### src/design/imm_ram.sv
//------------------------------------------------------------------------------
// imm_ram
// Generic single-write, single-read RAM with registered read data.
//------------------------------------------------------------------------------
`default_nettype none

module imm_ram #(
   parameter int WIDTH = 32,
   parameter int DEPTH = 64,
   localparam int AW = $clog2(DEPTH)
) (
   input  wire logic             clock,
   input  wire logic             we,
   input  wire logic [AW-1:0]    waddr,
   input  wire logic [WIDTH-1:0] wdata,
   input  wire logic [AW-1:0]    raddr,
   output logic      [WIDTH-1:0] rdata
);

   logic [WIDTH-1:0] mem_ff [DEPTH];
   logic [WIDTH-1:0] rdata_ff;

   always_ff @(posedge clock) begin
      if (we) begin
         mem_ff[waddr] <= wdata;
      end
      rdata_ff <= mem_ff[raddr];
   end

   assign rdata = rdata_ff;

endmodule

`default_nettype wire

### config.mk
export PLATFORM = sky130hd
export DESIGN_NAME = imm_ram
export DESIGN_NICKNAME = d
export VERILOG_FILES = /design/src/design/imm_ram.sv
export SDC_FILE = /design/constraint.sdc
export NUM_CORES = 2
export LEC_CHECK = 0
export BUFFER_PORTS_ARGS = -buffer_cell sky130_fd_sc_hd__buf_2
export CAP_MARGIN = 20
export CORE_ASPECT_RATIO = 0.5
export CORE_UTILIZATION = 55
export CTS_BUF_LIST = sky130_fd_sc_hd__clkbuf_4 sky130_fd_sc_hd__clkbuf_8 sky130_fd_sc_hd__clkbuf_16
export CTS_CLUSTER_DIAMETER = 100
export DETAILED_ROUTE_END_ITERATION = 12
export HOLD_SLACK_MARGIN = 0.1
export PLACE_DENSITY = 0.71
export SLEW_MARGIN = 0
export SYNTH_ARGS = -nofsm -noshare
export SYNTH_HDL_FRONTEND = slang
export SYNTH_SLANG_ARGS = --single-unit
### constraint.sdc
create_clock -name clock -period 3.35 [get_ports clock]
set_input_delay 0.1675 -clock clock [delete_from_list [all_inputs] [get_ports clock]]
set_output_delay 0.1675 -clock clock [all_outputs]
set_load 0.05 [all_outputs]
After elaboration in Yosys (flattened, before gate mapping)
Memory sizes are Yosys's and may differ from the RTL's. A register that Yosys moved wholly into a read port is not among the register bits.
Cells that the tools add are included.
{"block": "word_totals", "regBits": 0, "wordCells": 3, "mem_bits_rw": 2048, "mem_count": 1, "in_bits": 46, "out_inout_bits": 32}
{"memory": "mem_ff", "depth": 64, "word_bits": 32, "read_ports": 1, "rd_ports_with_merged_regs": 1, "write_ports": 1, "line": "20", "source": "logic [WIDTH-1:0] mem_ff [DEPTH];"}
{"block": "op_classes", "muxes": 2}
{"cell": "2-to-1 mux 1 bit", "count": 2}

Logic depth before layout (Yosys ltp)
{"block": "depth", "ltp_word": 2, "depth_mapped": 10, "depth_no_buf": 5}

Worst setup path after synthesis
OpenSTA, ideal clock, no wires.
{"block": "synth_path", "kind": "in2reg", "start": "input waddr[3]", "end": "memory mem_ff[48][0], enable pin", "path_buffers": 1, "arrival_time_ns": 2.866, "path_slack_ns": 0.023, "path_stages": 4, "setup_ns": 0.461, "cell_sequence": "clkbuf_1 -> nor2b_1 -> nand4b_1 -> nor3_1"}
{"item": "from (decl)", "line": "14", "source": "input wire logic [AW-1:0] waddr,"}
{"item": "to (decl)", "line": "20"}
No word-level cell before the write port.

Worst setup path in the final report
{"block": "layout_path", "start": "input waddr[2]", "end": "memory mem_ff[9][25], enable pin"}
No word-level cell before the write port.

==> impl_metrics.toml <==
[finish]
area_growth_pct = 13.85
final_common_cell = "edfxtp_1"
multi_input_area_um2 = 15970
drive_gt1_share_pct = 31.89
final_cell_mix = "2,048 x edfxtp_1, 544 x mux4_2, 178 x clkbuf_16"
fillCellCount = 9008
fin_nets = 3702
regArea_um2 = 62140

[global_route]
grt_use_total_pct = 28.62
grt_antenna_before_repair = 23
grt.overflow.total = 0
grt_max_degree = 65
grt_pass1_vias = 38210
grt_pass1_wl_um = 285700

[drt]
routed_via_density = 6.766
remaining_drc_errors = 0
ant_nets = 0
routedWlPerCell_um = 35.63
first_pass_iters = 6
drt_iter0_drc = 5960
wirelength_um = 202900
vias = 38520

[timing]
tightest_slew_ns = 1.155
hold_viol_final = 0
period_share_pct = 72.77
setup_viol = 0
post-route-min-period_ns = 2.438
timing.slew.headroom_pct = 22.99
grt_setup_unrepaired = "false"
setup_tns_ns = 0
finClkSkew_ns = 0.02215
drv_slew = 0
fmax_mhz = 410.2
fin_ws_ns = 0.9124

[die]
core_area_um2 = 140800
die_w_um = 536.3
die_y_um = 269.2
die_area_um2 = 144400
fp-row-count = 97
io_pins = 78
start_util_pct = 55.77

[logic_synthesis]
yosysUniqueCellTypes = 34
ys_warn_count = 0
syn_nets = 3370
synth-main-ff-cell = "edfxtp_1"
syn_area_per_cell_um2 = 23.62
synth-async-reset-ratio_pct = 0
synthCells = 3324
synth.yosys.seq_area_share_pct = 79.14
synth-seq-cells = 2080
synth_edf_count = 2048
synthesis.area_um2 = 78520

[clocking]
tritoncts = "built"
clock_sinks = 2080
htree_levels = 4
clk_pin_slew_ns = 0.07
cts_buffers = 175
clock_latency_ns = 0.79
root_buffer = "clkbuf_16"
clk_path_buf_depth = 3

[place]
io_buffers = 77
dpl.hpwl_um = 113700
dp_slack_ns = 0.1754
place.gp.congestion = 0.8401

[critical_path]
worstPathArrival_ns = 2.85
critPathMaxStageDelay_ns = 0.68
cp.required_ns = 3.76
cp_cell_sequence = "dlygate4sd3_1 > buf_2 > nor2_1 > nand3_1 > nor2_4 > buf_4"
crit_family = "buffers and inverters"
crit_slowest_cell = "buf_4"
crit_path_max_fanout = 32
timing_worst_setup_path_type = "input pin to register"
end_kind = "register"
start_kind = "input pin"
path_buf_inv = 3

[power]
p_leak_nw = 28.06
irDropWorstVdd_v = 0.0005236
powerDensity_nw_per_um2 = 586.7

[run_status]
status = "completed"

[flow_run]
drv_cap = 0

[worst_hold_path]
hold_class = "input pin to register"
## registers in the layout, indices dropped and copies added, names as in the netlist
signal  flops
mem_ff   2048
rdata      32
## power by group
group / switching, mW / internal (mW)
Combinational: 1.95 / 1.11
Sequential: 0.142 / 28.8
Clock: 9.15 / 11.3
Total: 11.2 / 41.2
## worst paths after layout
| path | depth (start not counted) | endpoint | start | slack (ns) |
|---|---|---|---|---|
| worst min-delay path | 1 | mem_ff[63][6] | wdata[6] | 0.17 |
| worst max register to register | 4 | rdata[23] | mem_ff[34][23] | 1.02 |
| worst min register to register | 5 | rdata[20] | mem_ff[12][20] | 0.86 |
| worst max-delay path | 6 | mem_ff[9][25] | waddr[2] | 0.91 |
## what timing repair did
item | CTS | global route
setup buffers | 0 | 0
gates resized for setup | 0 | 0
endpoints found under the hold margin | 422 | 877
hold buffers | 15 | 16
## metal layers
metal  vias up  part of all wire, %  routed length, um  global-route usage (%)
met2      2665                   45              91650                   41.83
met4        16                  2.7               5513                   8.541
met5         -                0.051                104                       0
li1      14940                    -                  -                       -
met1     20530                   38              77440                   42.60
met3       370                   14              28190                   8.024
## area by class of cell
cell class	instances	share of cell area, %
Timing Repair Buffer	337	3.512
Sequential cell	2080	69.52
Antenna cell	9	0.02520
Multi-Input combinational cell	1062	17.86
Clock inverter	92	0.9140
Clock buffer	233	5.536
Tap cell	1881	2.633
## through the flow
stage	total power, mW	util (%)	std cells	area, um2	hold slack (ns)
after floorplan	31.02	-	3324	78520	0.2664
after global placement	32.38	58.92	5311	82950	0.6367
after detailed placement	32.46	58.92	5311	82950	0.6385
after CTS	52.54	63.12	5651	88870	0.1070
after global routing	53.71	63.48	5689	89380	0.1720
final	52.44	63.49	5694	89390	0.1654
## synth_stat cells (12+ instances only)
master	count	area share [%]
nand2_1	26	0.12
mux4_2	544	16
mux2i_1	93	1.2
dfxtp_1	32	0.82
o221ai_1	27	0.30
buf_4	25	0.24
buf_1	21	0.10
clkbuf_1	74	0.35
a21oi_1	62	0.40
a22oi_1	12	0.11
edfxtp_1	2048	78
o22ai_1	84	0.67
nor2_1	137	0.65
nor2b_1	15	0.12
buf_2	57	0.36
## kinds of logic (layout without fill, tap and decap cells)
family	after synthesis	after routing	share of synthesized area, %
buffers and inverters	182	662	1.128
and+or+nand+nor	223	223	1.265
other	0	9	0
DFF	2080	2080	79.14
muxes	637	637	16.79
AOI/OAI and AO/OA	202	202	1.673
Power figures use the tool's default switching activity.
