File: src/design/imm_pkg.sv
//------------------------------------------------------------------------------
// imm_pkg
// Shared constants, types and helpers of the integer matrix multiplier.
//------------------------------------------------------------------------------
`default_nettype none

package imm_pkg;

   localparam int MAX_DIM    = 8;
   localparam int IDX_W      = 3;
   localparam int DIM_W      = 4;
   localparam int ADDR_W     = 2 * IDX_W;
   localparam int STORE_DEPTH = MAX_DIM * MAX_DIM;
   localparam int DATA_W     = 32;
   localparam int OPC_W      = 2;
   localparam int CSR_IDX_W  = 2;
   localparam int CSR_DATA_W = 4;
   localparam int Q_DEPTH    = 4;
   localparam int Q_PTR_W    = 2;
   localparam int Q_CNT_W    = 3;

   typedef logic [OPC_W-1:0]     opcode_type;
   typedef logic [CSR_IDX_W-1:0] csr_index_type;

   localparam opcode_type OP_LOAD_A  = 2'd0;
   localparam opcode_type OP_LOAD_B  = 2'd1;
   localparam opcode_type OP_COMPUTE = 2'd2;

   localparam csr_index_type CSR_ROWS_A    = 2'd0;
   localparam csr_index_type CSR_INNER_DIM = 2'd1;
   localparam csr_index_type CSR_COLS_B    = 2'd2;

   localparam logic [DIM_W-1:0] DIM_RESET = 4'd8;

   typedef enum logic [1:0] {
      CMD_LOAD_A,
      CMD_LOAD_B,
      CMD_COMPUTE
   } cmd_kind_type;

   typedef struct packed {
      cmd_kind_type              kind;
      logic [IDX_W-1:0]          row;
      logic [IDX_W-1:0]          col;
      logic signed [DATA_W-1:0]  value;
      logic [DIM_W-1:0]          rows_a;
      logic [DIM_W-1:0]          inner_dim;
      logic [DIM_W-1:0]          cols_b;
   } cmd_type;

   typedef struct packed {
      logic full;
      logic empty;
   } q_stat_type;

   typedef struct packed {
      logic                 a_we;
      logic                 b_we;
      logic [ADDR_W-1:0]    addr;
      logic [DATA_W-1:0]    data;
   } ram_wr_type;

   typedef enum logic [1:0] {
      ST_IDLE,
      ST_ISSUE,
      ST_FINISH
   } back_state_type;

   function automatic logic [DIM_W-1:0] clamp_dim(input logic [DIM_W-1:0] v);
      logic [DIM_W-1:0] r;
      r = v;
      if (v == '0) begin
         r = DIM_W'(1);
      end else if (v > DIM_W'(MAX_DIM)) begin
         r = DIM_W'(MAX_DIM);
      end
      return r;
   endfunction

endpackage

`default_nettype wire

File: src/design/imm_if.sv
//------------------------------------------------------------------------------
// imm_req_if / imm_rsp_if
// Valid/ready channels carrying request words and product words.
//------------------------------------------------------------------------------
`default_nettype none

interface imm_req_if;
   logic                                  valid;
   logic                                  ready;
   logic [imm_pkg::OPC_W-1:0]             opcode;
   logic [imm_pkg::IDX_W-1:0]             row;
   logic [imm_pkg::IDX_W-1:0]             col;
   logic signed [imm_pkg::DATA_W-1:0]     value;

   modport source (output valid, opcode, row, col, value, input ready);
   modport sink   (input valid, opcode, row, col, value, output ready);
endinterface


`default_nettype wire

File: src/design/imm_front.sv
//------------------------------------------------------------------------------
// imm_front
// Accepts request words, holds the size registers and classifies each word
// into a command for the back end.
//------------------------------------------------------------------------------
`default_nettype none

module imm_front (
   input  wire logic                              clock,
   input  wire logic                              reset,
   imm_req_if.sink                                req_chan,
   input  wire logic                              csr_we,
   input  wire logic [imm_pkg::CSR_IDX_W-1:0]     csr_index,
   input  wire logic [imm_pkg::CSR_DATA_W-1:0]    csr_wdata,
   input  wire imm_pkg::q_stat_type               q_stat,
   output logic                                   q_push,
   output imm_pkg::cmd_type                       q_cmd
);

   logic [imm_pkg::DIM_W-1:0] rows_a_ff, rows_a_in;
   logic [imm_pkg::DIM_W-1:0] inner_dim_ff, inner_dim_in;
   logic [imm_pkg::DIM_W-1:0] cols_b_ff, cols_b_in;
   logic                      keep;
   imm_pkg::cmd_kind_type     kind;

   always_comb begin
      rows_a_in    = rows_a_ff;
      inner_dim_in = inner_dim_ff;
      cols_b_in    = cols_b_ff;
      if (csr_we) begin
         unique case (csr_index)
            imm_pkg::CSR_ROWS_A:    rows_a_in    = csr_wdata;
            imm_pkg::CSR_INNER_DIM: inner_dim_in = csr_wdata;
            imm_pkg::CSR_COLS_B:    cols_b_in    = csr_wdata;
            default: ;
         endcase
      end
   end

   always_ff @(posedge clock) begin
      if (reset) begin
         rows_a_ff    <= imm_pkg::DIM_RESET;
         inner_dim_ff <= imm_pkg::DIM_RESET;
         cols_b_ff    <= imm_pkg::DIM_RESET;
      end else begin
         rows_a_ff    <= rows_a_in;
         inner_dim_ff <= inner_dim_in;
         cols_b_ff    <= cols_b_in;
      end
   end

   always_comb begin
      keep = 1'b1;
      kind = imm_pkg::CMD_COMPUTE;
      unique case (req_chan.opcode)
         imm_pkg::OP_LOAD_A:  kind = imm_pkg::CMD_LOAD_A;
         imm_pkg::OP_LOAD_B:  kind = imm_pkg::CMD_LOAD_B;
         imm_pkg::OP_COMPUTE: kind = imm_pkg::CMD_COMPUTE;
         default:             keep = 1'b0;
      endcase
   end

   assign req_chan.ready = !q_stat.full;
   assign q_push = req_chan.valid && !q_stat.full && keep;

   always_comb begin
      q_cmd.kind      = kind;
      q_cmd.row       = req_chan.row;
      q_cmd.col       = req_chan.col;
      q_cmd.value     = req_chan.value;
      q_cmd.rows_a    = imm_pkg::clamp_dim(rows_a_ff);
      q_cmd.inner_dim = imm_pkg::clamp_dim(inner_dim_ff);
      q_cmd.cols_b    = imm_pkg::clamp_dim(cols_b_ff);
   end

endmodule

`default_nettype wire

File: src/flat_wrapper.sv
// flat-port wrapper written by rule: the top's interface ports become plain ports
module imm_front_flat 
  (clock, reset, csr_we, csr_index, csr_wdata, q_stat, q_push, q_cmd, req_chan_valid, req_chan_opcode, req_chan_row, req_chan_col, req_chan_value, req_chan_ready);
  imm_req_if req_chan_i ();
  input  wire logic clock;
  input  wire logic reset;
  input  wire logic csr_we;
  input  wire logic [imm_pkg::CSR_IDX_W-1:0] csr_index;
  input  wire logic [imm_pkg::CSR_DATA_W-1:0] csr_wdata;
  input  wire imm_pkg::q_stat_type q_stat;
  output logic q_push;
  output imm_pkg::cmd_type q_cmd;
  input wire logic [$bits(req_chan_i.valid)-1:0] req_chan_valid;
  input wire logic [$bits(req_chan_i.opcode)-1:0] req_chan_opcode;
  input wire logic [$bits(req_chan_i.row)-1:0] req_chan_row;
  input wire logic [$bits(req_chan_i.col)-1:0] req_chan_col;
  input wire logic [$bits(req_chan_i.value)-1:0] req_chan_value;
  output wire logic [$bits(req_chan_i.ready)-1:0] req_chan_ready;
  assign req_chan_i.valid = req_chan_valid;
  assign req_chan_i.opcode = req_chan_opcode;
  assign req_chan_i.row = req_chan_row;
  assign req_chan_i.col = req_chan_col;
  assign req_chan_i.value = req_chan_value;
  assign req_chan_ready = req_chan_i.ready;
  imm_front u_core (.clock(clock), .reset(reset), .req_chan(req_chan_i), .csr_we(csr_we), .csr_index(csr_index), .csr_wdata(csr_wdata), .q_stat(q_stat), .q_push(q_push), .q_cmd(q_cmd));
endmodule
File: config.mk
export PLATFORM = sky130hd
export DESIGN_NAME = imm_front_flat
export DESIGN_NICKNAME = d
export VERILOG_FILES = /design/src/design/imm_pkg.sv /design/src/design/imm_if.sv /design/src/design/imm_front.sv /design/src/flat_wrapper.sv
export SDC_FILE = /design/constraint.sdc
export NUM_CORES = 1
export LEC_CHECK = 0
export BUFFER_PORTS_ARGS = -buffer_cell sky130_fd_sc_hd__buf_2
export CAP_MARGIN = 10
export CORE_AREA = 2 2 56 63
export DETAILED_ROUTE_END_ITERATION = 12
export DIE_AREA = 0 0 58 65
export GPL_TIMING_DRIVEN = 0
export PLACE_DENSITY = 0.79
export REMOVE_ABC_BUFFERS = 1
export SYNTH_ARGS = -nofsm -noshare
export SYNTH_HDL_FRONTEND = slang
export SYNTH_SLANG_ARGS = --single-unit
File: constraint.sdc
create_clock -name clock -period 0.8 [get_ports clock]
set_clock_uncertainty 0.1 [all_clocks]
set_input_delay 0.12 -clock clock [delete_from_list [all_inputs] [get_ports clock]]
set_output_delay 0.12 -clock clock [all_outputs]
set_load 0.01 [all_outputs]
# Yosys cells after proc, flatten, opt, wreduce, memory -nomap -nowiden
# Index checks and enable logic that the tools add are counted.
[word_totals]
elab_cells = 30
regBits = 12
input_bits = 52
[classes]
n_reduce_logical = 12
order_cmp = 3
n_mux = 8
n_eq_ne = 4
[ops]
columns = ["operator", "n"]
rows = [
  ["$mux 4", 6],
  ["$gt 4x4->1 const B", 3],
  ["$logic_not 4->1", 3],
  ["$reduce_and 2->1", 3],
  ["$eq 2x1->1 const B", 2],
  ["$eq 2x2->1 const B", 2],
  ["$logic_not 2->1", 2],
  ["$pmux 2 s2", 1],
  ["$reduce_or 3->1", 1],
  ["$logic_and 1x1->1", 2],
  ["$logic_not 1->1", 1],
  ["$mux 1", 1],
]

# Longest topological paths before layout
[depth]
word_depth = 4
depth_mapped = 3

# Worst setup path after synthesis
# OpenSTA, ideal clock, no wires.
[synth_timing]
path_type = "reg-to-output"
start = "register u_core.cols_b_ff[1] (netlist bit)"
end = "output q_cmd[0] (netlist bit)"
path_stages_with_launch = 3
arrival_time_ns = 0.653
t_required_ns = 0.580
slack_ns = -0.073
path_cell_list = "dfxtp_1 o21ba_2 nor2_1"
[synth_lines]
columns = ["item", "line", "rtl"]
rows = [
  ["start: declaration", "imm_front.sv:22", "logic [imm_pkg::DIM_W-1:0] cols_b_ff, cols_b_in;"],
  ["start signal: assignment", "imm_front.sv:44", "cols_b_ff <= imm_pkg::DIM_RESET;"],
  ["start signal: assignment", "imm_front.sv:48", "cols_b_ff <= cols_b_in;"],
  ["end: declaration", "flat_wrapper.sv:12", "output imm_pkg::cmd_type q_cmd;"],
]

==> flow_metrics.py <==
metrics = {
    "status": {
        "outcome": "finished with violations",
        "violations": "negative setup slack",
    },
    "job": {
        "drv_cap": 0,
    },
    "min_path": {
        "hp-class": "in2reg",
    },
    "critical_path": {
        "critical_path.startpoint_type": "register",
        "worst-endpoint-arrival_ns": 1.02,
        "critPathCaptureType": "primary output",
        "timing.setup.critical_path_class": "reg2out",
        "crit_fanout": 2,
        "setup_slack_of_the_most_critical_reg_to_reg_path_ns": -0.15,
        "worstPathRequired_ns": 0.58,
    },
    "finish": {
        "drive_gt1_frac": 0.6531,
        "syn_to_final_growth_pct": 10.89,
        "instances_no_fill": 134,
        "layout_common_cells": "23 x buf_2, 12 x mux2i_1, 11 x buf_6",
        "antenna_cells": 0,
        "n_fill_cell": 343,
        "final_common_cell": "buf_2",
        "final_nets": 151,
    },
    "floorplanning": {
        "initial_core_util": 0.2806,
        "die-area_sq_mm": 0.003770,
        "chipHeight_microns": 65,
        "placeableCoreArea_sq_mm": 0.003193,
        "io_pins": 106,
        "die_x_microns": 58,
        "core.rowCount": 22,
    },
    "clock_tree": {
        "cts_hold_repair.buffers": 0,
        "tritoncts_clock_tree": "yes",
        "clock_insertion_delay_worst_skew_ns": 0.28,
        "clk_path_buf_depth": 2,
        "h-tree-depth": 1,
        "cts_root_buf": "clkbuf_4",
        "clock_sinks": 12,
        "total_clock_buffers_created_by_cts": 3,
        "clock_pin_slew_worst_setup_and_hold_paths_ns": 0.08,
    },
    "synth": {
        "synthesis.instances": 102,
        "synth_seq_cells": 12,
        "syn_area_sq_um": 895.9,
        "total_of_warnings_raised_by_yosys": 0,
        "synth_area_per_cell_sq_um": 8.783,
        "synth_seq_area_share": 0.2682,
        "yosysUniqueCellTypes": 14,
    },
    "timing": {
        "tightestPinTransition_ns": 0.3622,
        "fmax_mhz": 804.5,
        "timing_hold_violations_final": 0,
        "portion_of_the_clock_cycle_consumed_by_the_worst_path_in_the_final_layout": 1.554,
        "holdWs_ns": 0.04574,
        "grt_setup_unrepaired": "yes",
        "finalSetupTns_ns": -4.275,
        "worst_max_slew_margin_expressed_relative_to_the_limit": 0.7583,
        "layout_setup_ws_ns": -0.4430,
        "timing.final.setup_violations": 15,
        "slew_violations": 0,
        "final.min_clock_period_ns": 1.243,
    },
    "global_routing": {
        "wire_length_of_the_first_global_routing_pass_microns": 4133,
        "first_global_vias": 584,
        "grt.total_usage": 0.1664,
        "grt_remaining_overflow": 0,
        "maximum_number_of_pins_on_one_net_before_global_route_repair": 17,
        "grt_antenna_before_repair": 0,
    },
    "place": {
        "numPlacedInstances": 123,
        "place_ws_ns": -0.2041,
        "number_of_input_and_output_port_buffers_inserted": 28,
        "dpl.hpwl_microns": 2607,
        "gp_routability_congestion": 0.7353,
    },
    "routing": {
        "drt-total-wl_microns": 3116,
        "via_count": 621,
        "drt_iter0_drc": 21,
        "count_of_tritonroute_iterations_in_the_first_routing_pass": 4,
        "ant_nets": 0,
        "drc": 0,
        "detail_route.vias_per_cell": 4.634,
        "routed_wire_length_per_instance_microns": 23.25,
    },
    "power": {
        "total_power_mw": 1.350,
        "static-leakage-power_nw": 0.4781,
        "power_density_mw_per_mm2": 1359,
        "maximum_vdd_ir_drop_mv": 1.018,
    },
}
area by class of cell:
| class | count | area, sq um | area share |
|---|---|---|---|
| inverter | 1 | 3.754 | 0.003778 |
| tap | 36 | 45.04 | 0.04534 |
| clock buffer | 4 | 36.28 | 0.03652 |
| multi-input combinational | 46 | 402.9 | 0.4055 |
| sequential | 12 | 259.0 | 0.2607 |
| timing repair buffer | 35 | 246.5 | 0.2481 |
power breakdown:
group / internal [mW] / leakage [nW] / switching, mW
sequential: 0.614 / 0.100 / 0.0216
clock: 0.277 / 0.0210 / 0.215
combinational: 0.129 / 0.357 / 0.0926
kinds of logic (layout without fill, tap and decap cells):
family | Yosys count | in the layout | synth area share
compound gates | 3 | 3 | 0.03352
flops | 12 | 12 | 0.2682
mux | 12 | 12 | 0.1341
simple gates | 31 | 31 | 0.2193
buf+inv | 44 | 40 | 0.3450
routing by layer:
metal / GRT usage / vias up / part of all wire
met5: 0 / - / 0
met4: 0.01744 / 0 / 0.0035
met3: 0.2595 / 3 / 0.32
met2: 0.1818 / 73 / 0.33
met1: 0.1715 / 270 / 0.35
li1: - / 275 / -
final timing paths:
path / start / endpoint / cells after the start
worst max-delay path: u_core.inner_dim_ff[1]$_SDFFE_PP0P_ / q_cmd[4] / 3
worst min-delay path: csr_wdata[3] / u_core.cols_b_ff[3]$_SDFFE_PP1P_ / 3
worst max register to register: u_core.cols_b_ff[2]$_SDFFE_PP0P_ / u_core.cols_b_ff[2]$_SDFFE_PP0P_ / 5
worst min register to register: u_core.cols_b_ff[0]$_SDFFE_PP0P_ / u_core.cols_b_ff[0]$_SDFFE_PP0P_ / 2
metrics by stage:
step / utilization / cell area [sq um]
floorplan: - / 590.6
global placement: 0.2429 / 775.7
detailed placement: 0.2429 / 775.7
CTS: 0.2825 / 902.1
global route: 0.3111 / 993.5
finish: 0.3111 / 993.5
flip-flops by register name, summed over array words and instances (netlist names):
signal,count
u_core.inner_dim_ff,4
u_core.rows_a_ff,4
u_core.cols_b_ff,4
critical path: stages, from the launching register on:
cell	delay, ns
dfxtp_2	0.33
o21ba_4	0.21
nor2_2	0.09
buf_2	0.12
cells in the mapped netlist:
master / instances / share of area
and3_1: 1 / 0.0070
buf_2: 1 / 0.0056
buf_4: 38 / 0.32
clkbuf_1: 4 / 0.017
dfxtp_1: 12 / 0.27
inv_1: 1 / 0.0042
mux2i_1: 12 / 0.13
nand2_1: 1 / 0.0042
nand2b_1: 12 / 0.084
nand3b_2: 2 / 0.025
nor2_1: 7 / 0.029
nor2b_1: 7 / 0.049
nor3b_4: 1 / 0.021
o21ba_2: 3 / 0.034
repair_timing:
item / in CTS / in global routing
gates resized for setup: 19 / 18
pin swaps: 0 / 1
endpoints found under the setup margin: 12 / 18
buffers inserted: 5 / 4
No activity file was read; power rests on OpenSTA's default activity.
