[config.mk]
export PLATFORM = sky130hd
export DESIGN_NAME = imm_back_flat
export DESIGN_NICKNAME = d
export VERILOG_FILES = /design/src/design/imm_pkg.sv /design/src/design/imm_if.sv /design/src/design/imm_back.sv /design/src/flat_wrapper.sv
export SDC_FILE = /design/constraint.sdc
export NUM_CORES = 1
export LEC_CHECK = 0
export BUFFER_PORTS_ARGS = -buffer_cell sky130_fd_sc_hd__buf_2
export CAP_MARGIN = 20
export CORE_ASPECT_RATIO = 1.25
export CORE_UTILIZATION = 35
export DETAILED_ROUTE_END_ITERATION = 16
export PLACE_DENSITY = 0.52
export SKIP_LAST_GASP = 1
export SYNTH_ARGS = -nofsm -noshare
export SYNTH_HDL_FRONTEND = slang
export SYNTH_SLANG_ARGS = --single-unit
[constraint.sdc]
create_clock -name clock -period 9 [get_ports clock]
set_input_delay 0 -clock clock [delete_from_list [all_inputs] [get_ports clock]]
set_output_delay 0 -clock clock [all_outputs]
set_load 0.01 [all_outputs]
[src/design/imm_pkg.sv]
//------------------------------------------------------------------------------
// imm_pkg
// Shared constants, types and helpers of the integer matrix multiplier.
//------------------------------------------------------------------------------
`default_nettype none

package imm_pkg;

   localparam int MAX_DIM    = 8;
   localparam int IDX_W      = 3;
   localparam int DIM_W      = 4;
   localparam int ADDR_W     = 2 * IDX_W;
   localparam int STORE_DEPTH = MAX_DIM * MAX_DIM;
   localparam int DATA_W     = 32;
   localparam int OPC_W      = 2;
   localparam int CSR_IDX_W  = 2;
   localparam int CSR_DATA_W = 4;
   localparam int Q_DEPTH    = 4;
   localparam int Q_PTR_W    = 2;
   localparam int Q_CNT_W    = 3;

   typedef logic [OPC_W-1:0]     opcode_type;
   typedef logic [CSR_IDX_W-1:0] csr_index_type;

   localparam opcode_type OP_LOAD_A  = 2'd0;
   localparam opcode_type OP_LOAD_B  = 2'd1;
   localparam opcode_type OP_COMPUTE = 2'd2;

   localparam csr_index_type CSR_ROWS_A    = 2'd0;
   localparam csr_index_type CSR_INNER_DIM = 2'd1;
   localparam csr_index_type CSR_COLS_B    = 2'd2;

   localparam logic [DIM_W-1:0] DIM_RESET = 4'd8;

   typedef enum logic [1:0] {
      CMD_LOAD_A,
      CMD_LOAD_B,
      CMD_COMPUTE
   } cmd_kind_type;

   typedef struct packed {
      cmd_kind_type              kind;
      logic [IDX_W-1:0]          row;
      logic [IDX_W-1:0]          col;
      logic signed [DATA_W-1:0]  value;
      logic [DIM_W-1:0]          rows_a;
      logic [DIM_W-1:0]          inner_dim;
      logic [DIM_W-1:0]          cols_b;
   } cmd_type;

   typedef struct packed {
      logic full;
      logic empty;
   } q_stat_type;

   typedef struct packed {
      logic                 a_we;
      logic                 b_we;
      logic [ADDR_W-1:0]    addr;
      logic [DATA_W-1:0]    data;
   } ram_wr_type;

   typedef enum logic [1:0] {
      ST_IDLE,
      ST_ISSUE,
      ST_FINISH
   } back_state_type;

   function automatic logic [DIM_W-1:0] clamp_dim(input logic [DIM_W-1:0] v);
      logic [DIM_W-1:0] r;
      r = v;
      if (v == '0) begin
         r = DIM_W'(1);
      end else if (v > DIM_W'(MAX_DIM)) begin
         r = DIM_W'(MAX_DIM);
      end
      return r;
   endfunction

endpackage

`default_nettype wire

[src/design/imm_if.sv]
//------------------------------------------------------------------------------
// imm_req_if / imm_rsp_if
// Valid/ready channels carrying request words and product words.
//------------------------------------------------------------------------------
`default_nettype none


interface imm_rsp_if;
   logic                                  valid;
   logic                                  ready;
   logic [imm_pkg::IDX_W-1:0]             out_row;
   logic [imm_pkg::IDX_W-1:0]             out_col;
   logic signed [imm_pkg::DATA_W-1:0]     product;
   logic                                  last;

   modport source (output valid, out_row, out_col, product, last, input ready);
   modport sink   (input valid, out_row, out_col, product, last, output ready);
endinterface

`default_nettype wire

[src/design/imm_back.sv]
//------------------------------------------------------------------------------
// imm_back
// Executes queued commands: writes loads into the stores and walks the
// product with one shared multiply-accumulate, one element at a time.
//------------------------------------------------------------------------------
`default_nettype none

module imm_back (
   input  wire logic                           clock,
   input  wire logic                           reset,
   input  wire imm_pkg::cmd_type               cmd,
   input  wire imm_pkg::q_stat_type            q_stat,
   output logic                                q_pop,
   output imm_pkg::ram_wr_type                 ram_wr,
   output logic [imm_pkg::ADDR_W-1:0]          a_raddr,
   output logic [imm_pkg::ADDR_W-1:0]          b_raddr,
   input  wire logic [imm_pkg::DATA_W-1:0]     a_rdata,
   input  wire logic [imm_pkg::DATA_W-1:0]     b_rdata,
   imm_rsp_if.source                           rsp_chan
);

   imm_pkg::back_state_type state_ff, state_in;

   logic [imm_pkg::IDX_W-1:0]  i_ff, i_in;
   logic [imm_pkg::IDX_W-1:0]  k_ff, k_in;
   logic [imm_pkg::IDX_W-1:0]  j_ff, j_in;
   logic [imm_pkg::DIM_W-1:0]  n_ff, n_in;
   logic [imm_pkg::DIM_W-1:0]  m_ff, m_in;
   logic [imm_pkg::DIM_W-1:0]  p_ff, p_in;
   logic                       rd_vld_ff, rd_vld_in;
   logic                       mul_vld_ff, mul_vld_in;
   logic [imm_pkg::DATA_W-1:0] prod_ff, prod_in;
   logic [imm_pkg::DATA_W-1:0] acc_ff, acc_in;
   logic                       rsp_vld_ff, rsp_vld_in;
   logic [imm_pkg::IDX_W-1:0]  out_row_ff, out_row_in;
   logic [imm_pkg::IDX_W-1:0]  out_col_ff, out_col_in;
   logic [imm_pkg::DATA_W-1:0] out_prod_ff, out_prod_in;
   logic                       out_last_ff, out_last_in;

   logic out_free;
   logic pipe_empty;
   logic j_end;
   logic k_end;
   logic i_end;
   logic start;
   logic issue;
   logic emit;

   assign out_free   = !rsp_vld_ff || rsp_chan.ready;
   assign pipe_empty = !rd_vld_ff && !mul_vld_ff;
   assign j_end      = ({1'b0, j_ff} == m_ff - 1'b1);
   assign k_end      = ({1'b0, k_ff} == p_ff - 1'b1);
   assign i_end      = ({1'b0, i_ff} == n_ff - 1'b1);

   always_comb begin
      state_in = state_ff;
      unique case (state_ff)
         imm_pkg::ST_IDLE: begin
            if (!q_stat.empty && cmd.kind == imm_pkg::CMD_COMPUTE) begin
               state_in = imm_pkg::ST_ISSUE;
            end
         end
         imm_pkg::ST_ISSUE: begin
            if (j_end) begin
               state_in = imm_pkg::ST_FINISH;
            end
         end
         imm_pkg::ST_FINISH: begin
            if (pipe_empty && out_free) begin
               state_in = (i_end && k_end) ? imm_pkg::ST_IDLE : imm_pkg::ST_ISSUE;
            end
         end
         default: state_in = imm_pkg::ST_IDLE;
      endcase
   end

   always_comb begin
      q_pop       = 1'b0;
      start       = 1'b0;
      issue       = 1'b0;
      emit        = 1'b0;
      ram_wr.a_we = 1'b0;
      ram_wr.b_we = 1'b0;
      ram_wr.addr = {cmd.row, cmd.col};
      ram_wr.data = cmd.value;
      unique case (state_ff)
         imm_pkg::ST_IDLE: begin
            if (!q_stat.empty) begin
               q_pop       = 1'b1;
               ram_wr.a_we = (cmd.kind == imm_pkg::CMD_LOAD_A);
               ram_wr.b_we = (cmd.kind == imm_pkg::CMD_LOAD_B);
               start       = (cmd.kind == imm_pkg::CMD_COMPUTE);
            end
         end
         imm_pkg::ST_ISSUE: begin
            issue = 1'b1;
         end
         imm_pkg::ST_FINISH: begin
            emit = pipe_empty && out_free;
         end
         default: ;
      endcase
   end

   assign a_raddr = {i_ff, j_ff};
   assign b_raddr = {j_ff, k_ff};

   always_comb begin
      n_in        = n_ff;
      m_in        = m_ff;
      p_in        = p_ff;
      i_in        = i_ff;
      k_in        = k_ff;
      j_in        = j_ff;
      acc_in      = acc_ff;
      rd_vld_in   = issue;
      mul_vld_in  = rd_vld_ff;
      prod_in     = imm_pkg::DATA_W'(a_rdata * b_rdata);
      rsp_vld_in  = rsp_vld_ff && !rsp_chan.ready;
      out_row_in  = out_row_ff;
      out_col_in  = out_col_ff;
      out_prod_in = out_prod_ff;
      out_last_in = out_last_ff;
      if (mul_vld_ff) begin
         acc_in = acc_ff + prod_ff;
      end
      if (start) begin
         n_in   = cmd.rows_a;
         m_in   = cmd.inner_dim;
         p_in   = cmd.cols_b;
         i_in   = '0;
         k_in   = '0;
         j_in   = '0;
         acc_in = '0;
      end
      if (issue) begin
         j_in = j_end ? '0 : j_ff + 1'b1;
      end
      if (emit) begin
         rsp_vld_in  = 1'b1;
         out_row_in  = i_ff;
         out_col_in  = k_ff;
         out_prod_in = acc_ff;
         out_last_in = i_end && k_end;
         acc_in      = '0;
         j_in        = '0;
         if (k_end) begin
            k_in = '0;
            i_in = i_ff + 1'b1;
         end else begin
            k_in = k_ff + 1'b1;
         end
      end
   end

   always_ff @(posedge clock) begin
      if (reset) begin
         state_ff   <= imm_pkg::ST_IDLE;
         rd_vld_ff  <= 1'b0;
         mul_vld_ff <= 1'b0;
         rsp_vld_ff <= 1'b0;
      end else begin
         state_ff   <= state_in;
         rd_vld_ff  <= rd_vld_in;
         mul_vld_ff <= mul_vld_in;
         rsp_vld_ff <= rsp_vld_in;
      end
   end

   always_ff @(posedge clock) begin
      n_ff        <= n_in;
      m_ff        <= m_in;
      p_ff        <= p_in;
      i_ff        <= i_in;
      k_ff        <= k_in;
      j_ff        <= j_in;
      acc_ff      <= acc_in;
      prod_ff     <= prod_in;
      out_row_ff  <= out_row_in;
      out_col_ff  <= out_col_in;
      out_prod_ff <= out_prod_in;
      out_last_ff <= out_last_in;
   end

   assign rsp_chan.valid   = rsp_vld_ff;
   assign rsp_chan.out_row = out_row_ff;
   assign rsp_chan.out_col = out_col_ff;
   assign rsp_chan.product = $signed(out_prod_ff);
   assign rsp_chan.last    = out_last_ff;

endmodule

`default_nettype wire

[src/flat_wrapper.sv]
// flat-port wrapper written by rule: the top's interface ports become plain ports
module imm_back_flat 
  (clock, reset, cmd, q_stat, q_pop, ram_wr, a_raddr, b_raddr, a_rdata, b_rdata, rsp_chan_valid, rsp_chan_out_row, rsp_chan_out_col, rsp_chan_product, rsp_chan_last, rsp_chan_ready);
  imm_rsp_if rsp_chan_i ();
  input  wire logic clock;
  input  wire logic reset;
  input  wire imm_pkg::cmd_type cmd;
  input  wire imm_pkg::q_stat_type q_stat;
  output logic q_pop;
  output imm_pkg::ram_wr_type ram_wr;
  output logic [imm_pkg::ADDR_W-1:0] a_raddr;
  output logic [imm_pkg::ADDR_W-1:0] b_raddr;
  input  wire logic [imm_pkg::DATA_W-1:0] a_rdata;
  input  wire logic [imm_pkg::DATA_W-1:0] b_rdata;
  output wire logic [$bits(rsp_chan_i.valid)-1:0] rsp_chan_valid;
  output wire logic [$bits(rsp_chan_i.out_row)-1:0] rsp_chan_out_row;
  output wire logic [$bits(rsp_chan_i.out_col)-1:0] rsp_chan_out_col;
  output wire logic [$bits(rsp_chan_i.product)-1:0] rsp_chan_product;
  output wire logic [$bits(rsp_chan_i.last)-1:0] rsp_chan_last;
  input wire logic [$bits(rsp_chan_i.ready)-1:0] rsp_chan_ready;
  assign rsp_chan_valid = rsp_chan_i.valid;
  assign rsp_chan_out_row = rsp_chan_i.out_row;
  assign rsp_chan_out_col = rsp_chan_i.out_col;
  assign rsp_chan_product = rsp_chan_i.product;
  assign rsp_chan_last = rsp_chan_i.last;
  assign rsp_chan_i.ready = rsp_chan_ready;
  imm_back u_core (.clock(clock), .reset(reset), .cmd(cmd), .q_stat(q_stat), .q_pop(q_pop), .ram_wr(ram_wr), .a_raddr(a_raddr), .b_raddr(b_raddr), .a_rdata(a_rdata), .b_rdata(b_rdata), .rsp_chan(rsp_chan_i));
endmodule
; Word level (Yosys, flattened, before mapping)
; Cells that the tools add are included.
[word_totals]
ff_bits = 129
input_bits = 121
output_inout_bits = 93
word_cells = 73
[classes]
n_addsub = 7
n_mul = 1
eq_ne = 10
n_mux = 22
n_reduce_logical = 17
[ops]
columns = cell, n
row1 = adder 32 bit, 1
row2 = multiplier 32 x 32 -> 32 bit, 1
row3 = 2-to-1 mux 3 bit, 8
row4 = equality test 3 x 4 -> 1 bit, 3
row5 = subtractor 4 x 1 -> 4 bit (second input constant), 3
row6 = 2-to-1 mux 2 bit, 5
row7 = adder 3 x 1 -> 3 bit (second input constant), 3
row8 = 2-to-1 mux 1 bit, 8
row9 = != test 2 x 1 -> 1 bit (second input constant), 3
row10 = case mux 2 bit (3 select lines), 1
row11 = logical AND 1 bit, 5
row12 = zero test 1 bit, 5
row13 = equality test 2 x 1 -> 1 bit (second input constant), 2
row14 = equality test 2 bit (second input constant), 2
row15 = zero test 2 bit, 2
row16 = nonzero test 2 bit, 2
row17 = AND reduction 3 bit, 1
row18 = OR reduction 2 bit, 1
row19 = logical OR 1 bit, 1

; Longest topological paths before layout
[logic_depth]
ltp_word = 6
depth_mapped = 27
depth_no_buf = 26

; Worst setup path before layout
; OpenSTA, ideal clock, no wires.
[synth_timing]
path_kind = input to register
start = input b_rdata[2] in the netlist's numbering
end = register u_core.prod_ff[31] in the netlist's numbering
setup_ps = 121
t_arrival_ps = 6442
setup_slack_ps = 2438
stages = 22
cell_sequence = clkbuf_1 clkbuf_1 nand2_1 fa_1 fa_1 fa_1 fa_1 inv_1 fa_1 fa_1 inv_1 fa_1 inv_1 fa_1 ha_1 a21o_1 a31o_2 o41ai_1 o22ai_1 o41ai_1 o21ai_0 xnor2_1
[synth_between]
elab_chain_len = 1
[synth_lines]
columns = item, line
row1 = from (decl), flat_wrapper.sv:14  ; input wire logic [imm_pkg::DATA_W-1:0] b_rdata;
row2 = multiplier 32 x 32 -> 32 bit, imm_back.sv:118  ; prod_in = imm_pkg::DATA_W'(a_rdata * b_rdata);
row3 = "via u_core.prod_in, one bit", imm_back.sv:32  ; logic [imm_pkg::DATA_W-1:0] prod_ff, prod_in;
row4 = to (signal assigned), imm_back.sv:178  ; prod_ff <= prod_in;
row5 = to (decl), imm_back.sv:32
; The timed path passes the listed nets, and every way through them passes these cells.
; A chain may end at the register's enable or synchronous reset.

; Worst setup path in the final report
; Same ends and word-level chain as after synthesis.

==> summary.txt <==
status: complete, no violations
CP Buf/Inv Count: 4
Synth Register Bits: 129
RSZ-0062 raised after global routing: false
count leader, synth: fa_1
Vias/cell: 4.922
residual DRC count: 0
Routed Antenna Nets: 0
fin nets: 3003
reg2reg end: u_core.acc_ff[30]$_SDFFE_PP0P_
initial antenna violation count: 1
total clock sinks: 129
RD Place Congestion: 0.8753
Max Fclk: 145.2 MHz
first-pass GRT wire length: 90.21 mm
Worst setup EP type: flop
Reg2Reg Setup Slack: 5660 ps
CTS Buf Count: 17
slowest CP cell: fa_1
Max Buffers Root-to-Sink: 2
HP Class: primary input to output port
Initial Util: 35.41%
cell area after synthesis: 0.02148 mm²
CP required: 9280 ps
CTS tree: built
post_cts resized: 0
Mapped Nets: 2964
std cell rows: 101
slew margin rel.: 44.29%
synthesized area per cell: 9.445 µm²
hold path startpoint: cmd[47]
fin crit share: 76.55%
most frequent cells after synthesis: 409 x fa_1, 399 x inv_1, 281 x and2_1, 280 x nand2_1, 160 x ha_1
share of the synthesized area in the top cell type: 38.12%
post-CTS setup buffers: 0
Post-synth EDFFs: 54
fin util: 38.29%
dpl hpwl: 44.76 mm
CP most frequent cell: fa_1
count of pins over their slew limit: 0
final setup fails: 0
Pre-antenna DRT Iters: 5
crit-path cells: buf_2 > nand2_1 > fa_1 > fa_1 > fa_1 > fa_1 > inv_1 > fa_1 > fa_1 > inv_1 > fa_1 > inv_1 > fa_1 > ha_1 > a21o_1 > a31o_2 > o41ai_1 > o22ai_1 > o41ai_1 > o21ai_0 > xnor2_1
WL/cell: 18.06 µm
core footprint: 0.06066 mm²
GRT Total Usage: 18.56%
die area: 0.06237 mm²
GRT overflow: 0
width of the die: 223.6 µm
vias in the first global route: 17020
Final Skew: 8.976 ps
Cells on Worst Hold Path: 0
ys async rst share: 0%
routed via count: 15250
CP arrival: 7170 ps
Final Hold Fails: 0
root cell of the clock tree: clkbuf_16
Hold Path Sink: ram_wr[35]
die height: 279.0 µm
Worst Path Max Fanout: 30
Synth cell types: 61
post-synthesis sequential area ratio: 14.54%
Yosys top cell by area: fa_1
Reg2Reg Launch Point: u_core.acc_ff[0]$_SDFFE_PP0P_
crit-path max cell delay: 590 ps
cells on worst reg2reg path: 13
P&R area growth vs syn: 8.144%
I/O pin count: 214
fraction of layout cells with a size suffix above 1: 8.212%
Synth Instances: 2274
CP top delay family: adder cells
H-tree levels: 4
Yosys warning count: 0
Worst-Margin Slew: 834.7 ps
largest net degree at the start of global routing: 49
Antenna Cells: 0
drt total wl: 55.94 mm
fin crit period: 6889 ps
Iter 0 DRT Violations: 515
Worst-Skew Late Latency: 430 ps
MaxCap Viol Count: 0
clock slew at reported path FFs: 60 ps
critical path type: primary input to flop
pre-CTS WS: 1575 ps
CP startpoint kind: primary input
Synth area leaders: fa_1 38%, ha_1 9.3%, and2_1 8.2%
Port Buf Inserts: 136
Setup TNS: 0 ps
Synth Flop Type: dfxtp_1
final worst-path setup slack: 2111 ps
CTS Hold Bufs: 15
area by class of cell:
class / instances / area (µm²)
Sequential cell: 129 / 3123
Tap cell: 772 / 965.9
Clock inverter: 15 / 146.4
Fill cell: 6168 / 37430
Clock buffer: 17 / 425.4
Multi-Input combinational cell: 1609 / 16200
Inverter: 400 / 1501
Timing Repair Buffer: 156 / 868.3
worst max-delay path by stage:
stage / depth (start not counted) / startpoint / slack, ps / end
2_1_floorplan: 22 / b_rdata[2] / 2440 / u_core.prod_ff[31]$_DFF_P_
3_3_place_gp: 21 / b_rdata[2] / 1720 / u_core.prod_ff[31]$_DFF_P_
3_5_place_dp: 21 / b_rdata[2] / 1570 / u_core.prod_ff[31]$_DFF_P_
4_1_cts: 22 / a_rdata[0] / 2010 / u_core.prod_ff[31]$_DFF_P_
5_1_grt: 21 / b_rdata[2] / 1720 / u_core.prod_ff[31]$_DFF_P_
6_report: 21 / b_rdata[2] / 2110 / u_core.prod_ff[31]$_DFF_P_
through the flow:
step                hold slack [ps]  instance area, µm²  cells
floorplan                     49.48               21480   2274
global placement            0.06862               22510   3051
detailed placement          0.06862               22510   3051
CTS                         0.06862               23230   3098
global route                0.02328               23230   3098
finish                     0.003902               23230   3098
cells by family after synthesis:
group | after synthesis | synth area share, %
simple gates | 718 | 16.68
buf+inv | 536 | 10.08
xor+xnor | 116 | 4.730
mux | 17 | 0.7922
compound gates | 189 | 5.727
flops | 129 | 14.54
fa+ha+maj | 569 | 47.44
per-layer routing:
layer  GRT usage [%]  wire length (µm)  vias up  part of all wire (%)
li1                -                 -     6953                     -
met1           21.34             22580     7873                    40
met2           35.32             30040      319                    54
met3           1.936              1680       98                   3.0
met4           6.287              1575        4                   2.8
met5          0.4721                52        -                 0.093
state kept, by name, indices dropped and copies added, names as in the netlist, 3 cells and up:
name                     flops
u_core.acc_ff               32
u_core.i_ff                  3
u_core.j_ff                  3
u_core.k_ff                  3
u_core.m_ff                  4
u_core.n_ff                  4
u_core.p_ff                  4
u_core.prod_ff              32
u_core.rsp_chan.out_col      3
u_core.rsp_chan.out_row      3
u_core.rsp_chan.product     32
cells in the final DEF, fill, tap and decap left out, types with 6 or more instances in the layout:
master         netlist  layout
a21o_1              20      20
nor2b_1             14      13
xor2_1              25      25
o21ai_0             31      31
a211oi_1             6       6
dlygate4sd3_1        0      15
xnor2_1             91      91
nand2b_1             6       6
edfxtp_1            54      54
mux2i_1             17      17
o21a_1              12      12
fa_1               409     409
inv_6                0       6
and2_1             281     281
inv_1              399     399
or3_1                7       7
clkbuf_16            0      17
nand2_1            280     280
ha_1               160     160
nand3_1             17      17
nor2_1              73      73
dfxtp_1             75      75
o21bai_1             7       7
buf_2                0     136
nor3_1              19      19
o21ai_1              7       7
a21oi_1             60      60
Power is not shown: default switching activity piles up to over one toggle a cycle in this logic, so the estimate is an artifact.
